**config.mk**
```make
export PLATFORM = sky130hd
export DESIGN_NAME = ttpm_emit
export DESIGN_NICKNAME = d
export VERILOG_FILES = /design/src/rtl/ttpm_pkg.sv /design/src/rtl/ttpm_emit.sv
export VERILOG_INCLUDE_DIRS = /design/src /design/src/rtl
export SDC_FILE = /design/constraint.sdc
export NUM_CORES = 1
export LEC_CHECK = 0
export BUFFER_PORTS_ARGS = -buffer_cell sky130_fd_sc_hd__buf_2
export CORE_ASPECT_RATIO = 1.25
export CORE_MARGIN = 2
export CORE_UTILIZATION = 30
export CTS_BUF_LIST = sky130_fd_sc_hd__clkbuf_8
export DETAILED_ROUTE_END_ITERATION = 16
export GPL_TIMING_DRIVEN = 1
export PLACE_DENSITY = 0.47
export SLEW_MARGIN = 20
export SYNTH_ARGS = -nofsm -noshare
export SYNTH_HDL_FRONTEND = slang
export SYNTH_SLANG_ARGS = --single-unit
```
**constraint.sdc**
```tcl
create_clock -name clk -period 3.9 [get_ports clk]
set_input_delay 0.39 -clock clk [delete_from_list [all_inputs] [get_ports clk]]
set_output_delay 0.39 -clock clk [all_outputs]
set_load 0.01 [all_outputs]
```
**src/rtl/twisted_toeplitz_prepare_modq_unit_macros.svh**
```systemverilog
// ---------------------------------------------------------------------------
// Assertion macros for the twisted Toeplitz prepare unit
// Concurrent checks clocked on clk and disabled while rst_n is low.
// ---------------------------------------------------------------------------
`ifndef TWISTED_TOEPLITZ_PREPARE_MODQ_UNIT_MACROS_SVH
`define TWISTED_TOEPLITZ_PREPARE_MODQ_UNIT_MACROS_SVH

`ifndef SYNTH
// condition holds at every edge
`define TTPM_ASSERT(lbl, cond, msg) \
  lbl: assert property (@(posedge clk) disable iff (!rst_n) (cond)) \
    else $error(msg);
// antecedent implies consequent in the same cycle
`define TTPM_ASSERT_IMPL(lbl, ante, cons, msg) \
  lbl: assert property (@(posedge clk) disable iff (!rst_n) (ante) |-> (cons)) \
    else $error(msg);
// antecedent implies consequent in the next cycle
`define TTPM_ASSERT_NEXT(lbl, ante, cons, msg) \
  lbl: assert property (@(posedge clk) disable iff (!rst_n) (ante) |=> (cons)) \
    else $error(msg);
`else
`define TTPM_ASSERT(lbl, cond, msg)
`define TTPM_ASSERT_IMPL(lbl, ante, cons, msg)
`define TTPM_ASSERT_NEXT(lbl, ante, cons, msg)
`endif

`endif

```
**src/rtl/ttpm_pkg.sv**
```systemverilog
// ---------------------------------------------------------------------------
// ttpm_pkg
// Types, constants and modular reduction helpers for the twisted Toeplitz
// prepare unit (modulus 3457, centered residues).
// ---------------------------------------------------------------------------
package ttpm_pkg;

  localparam int Q        = 3457;
  localparam int HALF_Q   = 1728;
  localparam int NUM_DEG  = 4;

  // offsets (multiples of Q) that make each reduction operand non-negative
  localparam int OFS_COEF = 10 * Q;      // covers a 16-bit signed coefficient
  localparam int OFS_A    = 74 * Q;      // covers av * -147
  localparam int OFS_TW   = 16380 * Q;   // covers twist * av

  // reciprocal of Q for quotient estimates, operands below 2^27
  localparam int RECIP_SHIFT = 40;
  localparam logic [28:0] RECIP_M =
    29'(((64'd1 << RECIP_SHIFT) + 64'(Q) - 64'd1) / 64'(Q));

  localparam logic        [13:0] Q_W14    = 14'(Q);
  localparam logic signed [13:0] Q_S14    = 14'(Q);
  localparam logic signed [13:0] HALF_S14 = 14'(HALF_Q);
  localparam logic signed [8:0]  A_FACTOR = -9'sd147;

  localparam logic [3:0] LAST_BEAT = 4'd15;

  typedef logic signed [15:0] coef_t;
  typedef logic signed [11:0] res_t;

  typedef struct packed {
    logic [3:0]  blk;
    logic [3:0]  lane;
    coef_t [3:0] coef;
    coef_t       twist;
  } lane_in_t;

  typedef struct packed {
    logic [3:0] blk;
    logic [3:0] lane;
    res_t [3:0] a;
    res_t [3:0] la;
  } lane_vals_t;

  // quotient estimate floor(u/Q), exact or one too large
  function automatic logic [14:0] modq_quot(input logic [26:0] u);
    logic [55:0] p;
    p = 56'(u) * 56'(RECIP_M);
    return p[RECIP_SHIFT +: 15];
  endfunction

  // remainder from the estimate, one correction, then center on zero
  function automatic res_t modq_fold(input logic [26:0] u, input logic [14:0] q);
    logic        [13:0] qq;
    logic signed [13:0] r;
    logic signed [13:0] r1;
    logic signed [13:0] r2;
    qq = q[13:0] * Q_W14;
    r  = signed'(u[13:0] - qq);
    r1 = (r < 0) ? r + Q_S14 : r;
    r2 = (r1 > HALF_S14) ? r1 - Q_S14 : r1;
    return r2[11:0];
  endfunction

endpackage

```
**src/rtl/ttpm_emit.sv**
```systemverilog
// ---------------------------------------------------------------------------
// ttpm_emit
// Holds one lane's value set and sends its sixteen matrix words, one per
// beat, through a registered output stage.
// ---------------------------------------------------------------------------
`include "twisted_toeplitz_prepare_modq_unit_macros.svh"

module ttpm_emit
  import ttpm_pkg::*;
(
  input  logic        clk,
  input  logic        rst_n,
  input  logic        up_vld,
  output logic        up_rdy,
  input  lane_vals_t  up_vals,
  output logic        out_tvalid,
  input  logic        out_tready,
  output logic [23:0] out_tdata,   // [11:0] word, [23:12] word_addr
  output logic        out_tlast
);

  logic       out_vld_r;
  logic [3:0] cnt_r;
  logic       last_r;
  lane_vals_t bank_r;
  res_t       word_r;
  logic [11:0] addr_r;

  logic       load;
  logic       adv;
  logic       done;
  lane_vals_t src;
  logic [3:0] idx_nxt;
  logic [1:0] d_nxt;
  logic [1:0] c_nxt;
  logic [1:0] diff;
  res_t       word_nxt;
  logic [11:0] addr_nxt;

  // take a new value set once the last word of the current one leaves
  assign done   = out_vld_r && out_tready && last_r;
  assign up_rdy = !out_vld_r || (out_tready && last_r);
  assign load   = up_vld && up_rdy;
  assign adv    = out_vld_r && out_tready && !last_r;

  // select the word and address of the next beat
  always_comb begin
    src      = load ? up_vals : bank_r;
    idx_nxt  = load ? 4'd0 : cnt_r + 4'd1;
    d_nxt    = idx_nxt[3:2];
    c_nxt    = idx_nxt[1:0];
    diff     = d_nxt - c_nxt;
    word_nxt = (c_nxt <= d_nxt) ? src.a[diff] : src.la[diff];
    addr_nxt = {src.blk, d_nxt, src.lane[2], c_nxt[1], src.lane[3],
                src.lane[1:0], c_nxt[0]};
  end

  // beat control
  always_ff @(posedge clk) begin
    if (!rst_n) begin
      out_vld_r <= 1'b0;
      cnt_r     <= '0;
      last_r    <= 1'b0;
    end else begin
      if (load) begin
        out_vld_r <= 1'b1;
        cnt_r     <= '0;
        last_r    <= 1'b0;
      end else if (done) begin
        out_vld_r <= 1'b0;
      end else if (adv) begin
        cnt_r  <= idx_nxt;
        last_r <= (idx_nxt == LAST_BEAT);
      end
    end
  end

  // output payload and held value set
  always_ff @(posedge clk) begin
    if (load) bank_r <= up_vals;
    if (load || adv) begin
      word_r <= word_nxt;
      addr_r <= addr_nxt;
    end
  end

  assign out_tvalid = out_vld_r;
  assign out_tdata  = {addr_r, word_r};
  assign out_tlast  = last_r;

  `TTPM_ASSERT_NEXT(a_load_first, load, out_vld_r && cnt_r == 4'd0, "load must start at beat zero")
  `TTPM_ASSERT_NEXT(a_adv_step, adv, cnt_r == 4'($past(cnt_r) + 4'd1), "beat count must step by one")
  `TTPM_ASSERT_IMPL(a_last_match, out_vld_r, last_r == (cnt_r == LAST_BEAT), "last flag out of step")
  `TTPM_ASSERT_NEXT(a_done_idle, done && !load, !out_vld_r, "output must idle after last word")
  `TTPM_ASSERT_IMPL(a_word_range, out_vld_r, word_r >= -12'sd1728 && word_r <= 12'sd1728, "word outside centered range")

endmodule

```
# Word-level counts from Yosys, hierarchy flattened
# Index checks and enable logic that the tools add are counted.
# totals
word_cells,43
ff_bits,134
out_inout_bits,27
inputBits,108
# op_classes
n_reduce_logical,12
eq_ne,1
addsub,2
mux,9
magnitude_cmp,2
bitwise_logic,2
# op_table
op,count
104-bit two-way mux,1
12-bit binary-select mux with 2-bit select,2
12-bit two-way mux,3
1-bit logical AND,5
"4-bit by 1-bit adder with 4-bit output, second input constant",1
"4-bit equality test, second input constant",1
4-bit two-way mux,1
"2-bit by 3-bit < comparator with 1-bit output, second input constant",1
2-bit <= comparator,1
1-bit logical NOT,2
1-bit logical OR,2
1-bit two-way mux,2
1-bit inverter,2
2-bit AND reduction,1
2-bit nonzero test,1
2-bit OR reduction,1
2-bit subtractor,1

# Longest topological paths before layout
# Gate-level depths: netlist (run 1).
# logic_depth
depth_word,8
mapped_depth,15
mapped_depth_nobuf,10

# Least setup slack after synthesis (run 1)
# OpenSTA, ideal clock, no wires.
# synth_path
path_type,reg2reg
start,"register out_vld_r, in the netlist out_tvalid"
end,register word_r[3] (data pin)
setup_time_ps,270
path_slack_ps,625
synth_period_minus_slack_ps,3275
required_ps,3630
stages_incl_launch_ff,16
arrival_time_ps,3005
cell_sequence,dfxtp_1 -> a21bo_4 -> nand2_4 -> buf_6 -> buf_2 -> buf_2 -> nand2_1 -> ha_1 -> fa_1 -> and3b_1 -> clkbuf_1 -> clkbuf_1 -> nand2_1 -> o21ai_0 -> a221oi_1 -> nand3_1
# synth_via
elab_chain_len,8
elab_cells_between_ends,12
cone_classes,1 x add/sub; 1 x order compare; 7 x mux; 3 x reduce/logical
# synth_lines
item,line,text
"start, declared",ttpm_emit.sv:22,logic out_vld_r;
"start signal, assigned",ttpm_emit.sv:61,out_vld_r <= 1'b0;
"start signal, assigned",ttpm_emit.sv:66,out_vld_r <= 1'b1;
"start signal, assigned",ttpm_emit.sv:70,out_vld_r <= 1'b0;
1-bit logical NOT *,ttpm_emit.sv:42,assign up_rdy = !out_vld_r || (out_tready && last_r);
1-bit logical OR *,ttpm_emit.sv:42,
via up_rdy,ttpm_emit.sv:14,"output logic up_rdy,"
1-bit logical AND *,ttpm_emit.sv:43,assign load = up_vld && up_rdy;
4-bit two-way mux,ttpm_emit.sv:49,idx_nxt = load ? 4'd0 : cnt_r + 4'd1;
2-bit subtractor,ttpm_emit.sv:52,diff = d_nxt - c_nxt;
12-bit binary-select mux with 2-bit select,ttpm_emit.sv:53,word_nxt = (c_nxt <= d_nxt) ? src.a[diff] : src.la[diff];
12-bit two-way mux (not written as such),ttpm_emit.sv:53,
12-bit two-way mux *,ttpm_emit.sv:53,
via word_nxt[3],ttpm_emit.sv:37,res_t word_nxt;
"end signal, assigned",ttpm_emit.sv:82,word_r <= word_nxt;
"end, declared",ttpm_emit.sv:26,res_t word_r;
# The timed path passes the listed nets; every way through them passes the cells marked *. The select of a mux whose other input is x is not followed.
# A chain may end at the register's enable or synchronous reset.

# Final worst setup path (run 1)
# layout_path
start,"register out_vld_r, in the netlist out_tvalid"
end,register word_r[0] (data pin)
# layout_via
elab_chain_len,8
elab_cells_between_ends,12
cone_classes,1 x add/sub; 1 x order compare; 7 x mux; 3 x reduce/logical
# layout_lines
item,line,text
1-bit logical NOT *,ttpm_emit.sv:42,
1-bit logical OR *,ttpm_emit.sv:42,
1-bit logical AND *,ttpm_emit.sv:43,
4-bit two-way mux *,ttpm_emit.sv:49,
via idx_nxt[3],ttpm_emit.sv:33,logic [3:0] idx_nxt;
2-bit subtractor,ttpm_emit.sv:52,
12-bit binary-select mux with 2-bit select,ttpm_emit.sv:53,
12-bit two-way mux (not written as such),ttpm_emit.sv:53,
12-bit two-way mux *,ttpm_emit.sv:53,
via word_nxt[0],ttpm_emit.sv:37,
# Marked as above.

==> results of run 1 <==
stage by stage:
step | cell area, um2 | util [%] | instances | setup slack [ps] | total power [W]
floorplan | 5720 | - | 629 | 625 | 0.00209
global placement | 6570 | 35.1 | 962 | 442 | 0.00231
detailed placement | 6570 | 35.1 | 962 | 441 | 0.00233
CTS | 6970 | 37.3 | 994 | 549 | 0.00351
global route | 6970 | 37.3 | 994 | 316 | 0.00365
finish | 6970 | 37.3 | 994 | 545 | 0.00347
cell type report:
| class | count | area, um2 |
|---|---|---|
| clock buffer | 18 | 248 |
| clock inverter | 14 | 151 |
| fill | 1925 | 11700 |
| inverter | 6 | 22.5 |
| multi-input combinational | 449 | 2600 |
| sequential | 134 | 2920 |
| tap | 232 | 290 |
| timing repair buffer | 141 | 736 |
report_power, final:
part	internal [W]	total [W]	switching [W]
Sequential	0.00161	0.00168	0.0000718
Clock	0.000591	0.00117	0.000581
Combinational	0.000261	0.000609	0.000348
worst paths after layout:
check	startpoint	end	slack, ps	depth (start not counted)
worst max-delay path	out_tvalid	word_r[0]	540	9
worst min-delay path	up_vals[79]	bank_r[79]	150	3
worst max register to register	out_tvalid	word_r[0]	540	9
worst min register to register	bank_r[81]	bank_r[81]	440	2
placed cells by master (no fill, tap or decap), drive strengths merged, types with 10 or more instances in the layout:
master and n:
dfxtp 110, mux4 12, inv 10, a22oi 12
clkbuf 18, edfxtp 24, buf 141, nand3 13
o21ai 12, nor2 21, nand2 271, mux2 24
a221oi 24, nor3 13, mux2i 25
metal layers:
layer  vias up  GRT usage [%]
met5         -              0
met4         0           4.03
met3         8           3.90
met2       125           25.1
met1      2093           20.3
li1       2365              -
cell families (layout without fill, tap and decap cells):
| kind of cell | Yosys count | in the layout |
|---|---|---|
| mux | 61 | 61 |
| buf+inv | 46 | 179 |
| flops | 134 | 134 |
| fa+ha+maj | 4 | 4 |
| xor+xnor | 4 | 4 |
| simple gates | 326 | 326 |
| compound gates | 54 | 54 |
worst min-delay path, delay by kind of cell:
kind                   cells  cell delay [ps]
and+or+nand+nor            2               80
buffers and inverters      1               80
sequential cells by signal (all words and copies together) (netlist names):
name        flops
word_r         12
out_tlast       1
bank_r        104
out_tvalid      1
addr_r         12
cnt_r           4
==> summary.md, run 1 <==
| Metric | Value |
|---|---|
| Setup CP Type | `flop to flop` |
| I/O Buffers | `134` |
| Most common cell in the netlist | `nand2_1` |
| Mux contribution to synthesized area | `13.8%` |
| Tmin final | `3360 ps` |
| M1 WL | `7110 um` |
| Clock sink count | `134` |
| Via density | `4.62` |
| Initial antenna violation count | `0` |
| Avg Synthesized Cell Area | `9.09 um2` |
| Sequential area share after synthesis | `51.1%` |
| Synth-to-layout area growth | `21.9%` |
| Initial DRC count | `271` |
| DR DRC count | `0` |
| Num CTS Buffers | `17` |
| Final setup viols | `0` |
| Worst Path Buf+Inv | `1` |
| Post-CTS Hold Fix Bufs | `0` |
| Slew Limit Fails | `0` |
| Number of I/O pins | `135` |
| WL/cell | `15.7 um` |
| Max-Cap Viols | `0` |
| Max_slew headroom | `32.1%` |
| Largest family of logic cells by synthesized area | `simple AND/OR/NAND/NOR gates` |
| Critical path's slowest cell | `fa_1` |
| Syn Std Cell Area | `0.00572 mm2` |
| DR WL met2 | `7520 um` |
| Clk buf depth | `2` |
| Compound-Gate Fraction of Synth Area | `7.07%` |
| Detailed-placement wirelength estimate | `11300 um` |
| ANT cells | `0` |
| Adder-cell area share of the yosys netlist | `1.01%` |
| Largest net degree at the start of global routing | `156` |
| Final hold slack | `146 ps` |
| Startpoint class of the critical path | `flop` |
| TritonCTS clock tree | `done` |
| Syn_nets | `741` |
| CP max stage delay | `610 ps` |
| Post-synth EDFFs | `24` |
| Simple-Gate Fraction of Synth Area | `22.6%` |
| Die height | `158 um` |
| Die ar. | `0.0202 mm2` |
| Clock skew | `18.0 ps` |
| Synth Warn # | `0` |
| Fin crit share | `86.0%` |
| Post-route setup TNS | `0 ps` |
| Cell breakdown of the critical path | `a21bo_4 > and2_2 > nor2_1 > inv_1 > fa_1 > and4b_1 > and2_1 > a221oi_1 > nand3_1` |
| Antenna-violating nets left | `0` |
| Pwr Density | `497 mW/mm2` |
| Global-route wire length before repair | `23800 um` |
| Nets@finish | `861` |
| Tot GR Track Use | `15.4%` |
| Clk slew on worst S/H paths | `90 ps` |
| Share of cells above drive strength 1 | `28.1%` |
| Top FF cell, synth | `dfxtp_1` |
| Vias post-DR | `4591` |
| Peak supply drop | `0.231 mV` |
| Unique masters post-synth | `31` |
| Initial Util | `30.6%` |
| Metal3 WL | `867 um` |
| H-tree level count | `4` |
| Number of global-route vias before repair | `4350` |
| Worst path top cell family by delay | `simple AND/OR/NAND/NOR gates` |
| Seq cells post-synth | `134` |
| Skew-Pair Late Insertion Delay | `430 ps` |
| Worst setup EP type | `flop` |
| Post-synth top cells | `270 x nand2_1, 110 x dfxtp_1, 25 x mux2i_1` |
| Post CTS Setup Buffer Count | `0` |
| Clock root cell | `clkbuf_8` |
| Drt first pass iters | `5` |
| Unrepaired setup endpoints after global routing | `no` |
| CP Data Required Time | `4180 ps` |
| Area contributors post-synth | `dfxtp_1 39%, nand2_1 18%, edfxtp_1 13%, mux2_2 4.7%, mux4_2 4.7%` |
| Core Rows | `56` |
| Top Layer Used | `met4` |
| Die Wd | `127 um` |
| Worst-margin pin slew | `1020 ps` |
| Synth Area in XOR/XNOR | `0.613%` |
| Total grt overflow | `0` |
| Post-Route WL | `15600 um` |
| Final hold vios | `0` |
| Crit path DAT | `3640 ps` |
| Leak Pwr | `3.24 nW` |
| Status | `complete, no violations` |
| Worst Hold Class | `input port to flop` |
| Global placement routability congestion | `0.797` |
| F_max | `0.298 GHz` |
| Share of the synthesized area in the top cell type | `38.5%` |
| CTS resizes | `0` |
| Critical Path Fanout Max | `13` |
| Gate Count Post-Synth | `629` |
| Async SR Flop Fraction | `0%` |
| Core box area | `0.0187 mm2` |
| Leading area contributor after synthesis | `dfxtp_1` |
No activity file was read; power rests on OpenSTA's default activity.
==> run 2: changes to the inputs <==
--- a/config.mk
+++ b/config.mk
@@ -9,11 +9,11 @@
 export BUFFER_PORTS_ARGS = -buffer_cell sky130_fd_sc_hd__buf_2
 export CORE_ASPECT_RATIO = 1.25
 export CORE_MARGIN = 2
-export CORE_UTILIZATION = 30
+export CORE_UTILIZATION = 40
 export CTS_BUF_LIST = sky130_fd_sc_hd__clkbuf_8
 export DETAILED_ROUTE_END_ITERATION = 16
 export GPL_TIMING_DRIVEN = 1
-export PLACE_DENSITY = 0.47
+export PLACE_DENSITY = 0.62
 export SLEW_MARGIN = 20
 export SYNTH_ARGS = -nofsm -noshare
 export SYNTH_HDL_FRONTEND = slang
==> constraint.sdc (replaced) <==
create_clock -name clk -period 2.8 [get_ports clk]
set_input_delay 0.28 -clock clk [delete_from_list [all_inputs] [get_ports clk]]
set_output_delay 0.28 -clock clk [all_outputs]
set_load 0.01 [all_outputs]
==> run 2 against run 1 <==
The run now ends with setup timing left. Global-route usage is 4.7 points higher. Die area is 24% lower. Via count is 6.0% higher. Critical endpoint is now word_r[6]. Largest power group unchanged. Worst setup slack worse by 550 ps.
==> summary.md, run 2 (synthesized netlist as in run 1, its figures left out) <==
| Metric | Value |
|---|---|
| Via density | `5.01 (was 4.62)` |
| Final Util | `54.3% (was 37.3%)` |
| Clk buf depth | `2 (unchanged)` |
| Max_slew headroom | `50.6% (was 32.1%)` |
| Number of global-route vias before repair | `4647 (was 4350)` |
| Tot GR Track Use | `20.1% (was 15.4%)` |
| Drt first pass iters | `5 (unchanged)` |
| Failing checks | `setup timing` |
| H-tree level count | `4 (unchanged)` |
| Post-placement cell area | `0.00680 mm2 (was 0.00657 mm2)` |
| Die height | `138 um (was 158 um)` |
| Commonest non-fill, non-tap cell in the layout | `nand2_1 (unchanged)` |
| Die Wd | `111 um (was 127 um)` |
| Max reg flops | `104 (unchanged)` |
| WL/cell | `15.5 um (was 15.7 um)` |
| Nets@finish | `894 (was 861)` |
| Post-CTS Hold Fix Bufs | `0 (unchanged)` |
| Detailed-placement wirelength estimate | `10700 um (was 11300 um)` |
| Clock skew | `13.1 ps (was 18.0 ps)` |
| Core Rows | `48 (was 56)` |
| CP Data Required Time | `2980 ps (was 4180 ps)` |
| Clock sink count | `134 (unchanged)` |
| Core box area | `0.0139 mm2 (was 0.0187 mm2)` |
| Skew-Pair Late Insertion Delay | `450 ps (was 430 ps)` |
| Global placement routability congestion | `0.791 (was 0.797)` |
| Reg with most FFs | `bank_r (unchanged)` |
| Die ar. | `0.0153 mm2 (was 0.0202 mm2)` |
| Pre-CTS setup slack | `-357 ps (was 441 ps)` |
| Fin crit share | `100% (was 86.0%)` |
| Number of I/O pins | `135 (unchanged)` |
| I/O Buffers | `134 (unchanged)` |
| Vias post-DR | `4868 (was 4591)` |
| Worst setup EP type | `flop (unchanged)` |
| Commonest cells after routing, fill and taps aside | `265 x nand2_1, 134 x buf_2, 106 x dfxtp_1, 30 x buf_4, 25 x mux2i_1 (was 269 x nand2_1, 134 x buf_2, 110 x dfxtp_1, 25 x mux2i_1)` |
| Setup CP Type | `flop to flop (unchanged)` |
| F_max | `0.357 GHz (was 0.298 GHz)` |
| Largest regs | `bank_r: 104 flops, addr_r: 12 flops, word_r: 12 flops (unchanged)` |
| Worst Hold Class | `input port to flop (unchanged)` |
| Synth-to-layout area growth | `31.8% (was 21.9%)` |
| Pwr Density | `681 mW/mm2 (was 497 mW/mm2)` |
| Share of cells above drive strength 1 | `37.0% (was 28.1%)` |
| Initial Util | `41.2% (was 30.6%)` |
| Final instance area | `0.00753 mm2 (was 0.00697 mm2)` |
| Unrepaired setup endpoints after global routing | `yes (was no)` |
| Global-route wire length before repair | `24000 um (was 23800 um)` |
| Clk slew on worst S/H paths | `80 ps (was 90 ps)` |
| Slew Limit Fails | `0 (unchanged)` |
| Max-Cap Viols | `0 (unchanged)` |
| Startpoint class of the critical path | `flop (unchanged)` |
| Final hold slack | `32.1 ps (was 146 ps)` |
| Num CTS Buffers | `17 (unchanged)` |
| Post-Route WL | `15100 um (was 15600 um)` |
| Final WS setup | `-4.24 ps (was 545 ps)` |
| DR DRC count | `0 (unchanged)` |
| Peak supply drop | `0.294 mV (was 0.231 mV)` |
| Antenna-violating nets left | `0 (unchanged)` |
| Initial DRC count | `296 (was 271)` |
| Critical Path Fanout Max | `6 (was 13)` |
| Final hold vios | `0 (unchanged)` |
| Largest net degree at the start of global routing | `65 (was 156)` |
| Clock root cell | `clkbuf_8 (unchanged)` |
| Status | `finished with violations (was complete, no violations)` |
| Total grt overflow | `0 (unchanged)` |
| Final setup viols | `1 (was 0)` |
| Initial antenna violation count | `1 (was 0)` |
| Crit path DAT | `2990 ps (was 3640 ps)` |
| Leak Pwr | `3.51 nW (was 3.24 nW)` |
| Worst-margin pin slew | `740 ps (was 1020 ps)` |
| TritonCTS clock tree | `done (unchanged)` |
| Tmin final | `2800 ps (was 3360 ps)` |
run 2: cell types whose count changed in the layout (fill, tap and decap cells not counted), sizes merged:
cell	change
bufinv	+2
clkbuf	+3
diode	+1
buf	+31
inv	+2
clkinv	-6
and3b	+1
run 2: report_power, final:
group	total (W)	internal, W	switching [W]
sequential	0.00235	0.00225	0.000102
clock	0.00180	0.00104	0.000755
combinational	0.000987	0.000455	0.000532
run 2: path summary, 6_finish.rpt:
check,slack [ps],to,startpoint,depth (start not counted)
max,-4,word_r[6],cnt_r[1],12
min,30,bank_r[98],up_vals[98],3
max reg2reg,-4,word_r[6],cnt_r[1],12
min reg2reg,440,bank_r[75],bank_r[75],2
run 2: routing by layer:
layer | share of wire, % | track usage (%) | vias to the layer above
met1 | 43 | 25.5 | 2263
met4 | 2.5 | 8.61 | 0
li1 | - | - | 2431
met2 | 49 | 33.2 | 151
met3 | 5.7 | 4.40 | 23
met5 | 0 | 0 | -
run 2: what timing repair did:
action | CTS | global route
buffers inserted | 3 | 4
gates cloned | 2 | 0
pin swaps | 11 | 17
endpoints found under the setup margin | 12 | 12
resized for setup | 23 | 22
run 2: worst max-delay path, stage by stage, from the launching register on:
cell and delay [ps]:
dfxtp_2 360, ha_4 170, xor2_4 190, nand2_4 80, ha_4 160, fa_2 480
buf_4 170, and3b_2 260, nand2_1 90, o21ai_1 80, a221oi_2 280, buf_4 150
nand3_1 60
run 2: final cells by class:
type / instances / area, um2
antenna: 1 / 2.50
clock buffer: 20 / 275
clock inverter: 12 / 173
fill: 1262 / 6340
inverter: 6 / 22.5
multi-input combinational: 450 / 2870
sequential: 134 / 2930
tap: 175 / 219
timing repair buffer: 173 / 1050
run 2: stage by stage:
step                cells  TNS, ps  total power, W
finish                971    -4.24         0.00513
global route          971     -883         0.00539
CTS                   966    -28.3         0.00515
detailed placement    930    -3740         0.00330
global placement      930    -3650         0.00327
floorplan             629    -2110         0.00295
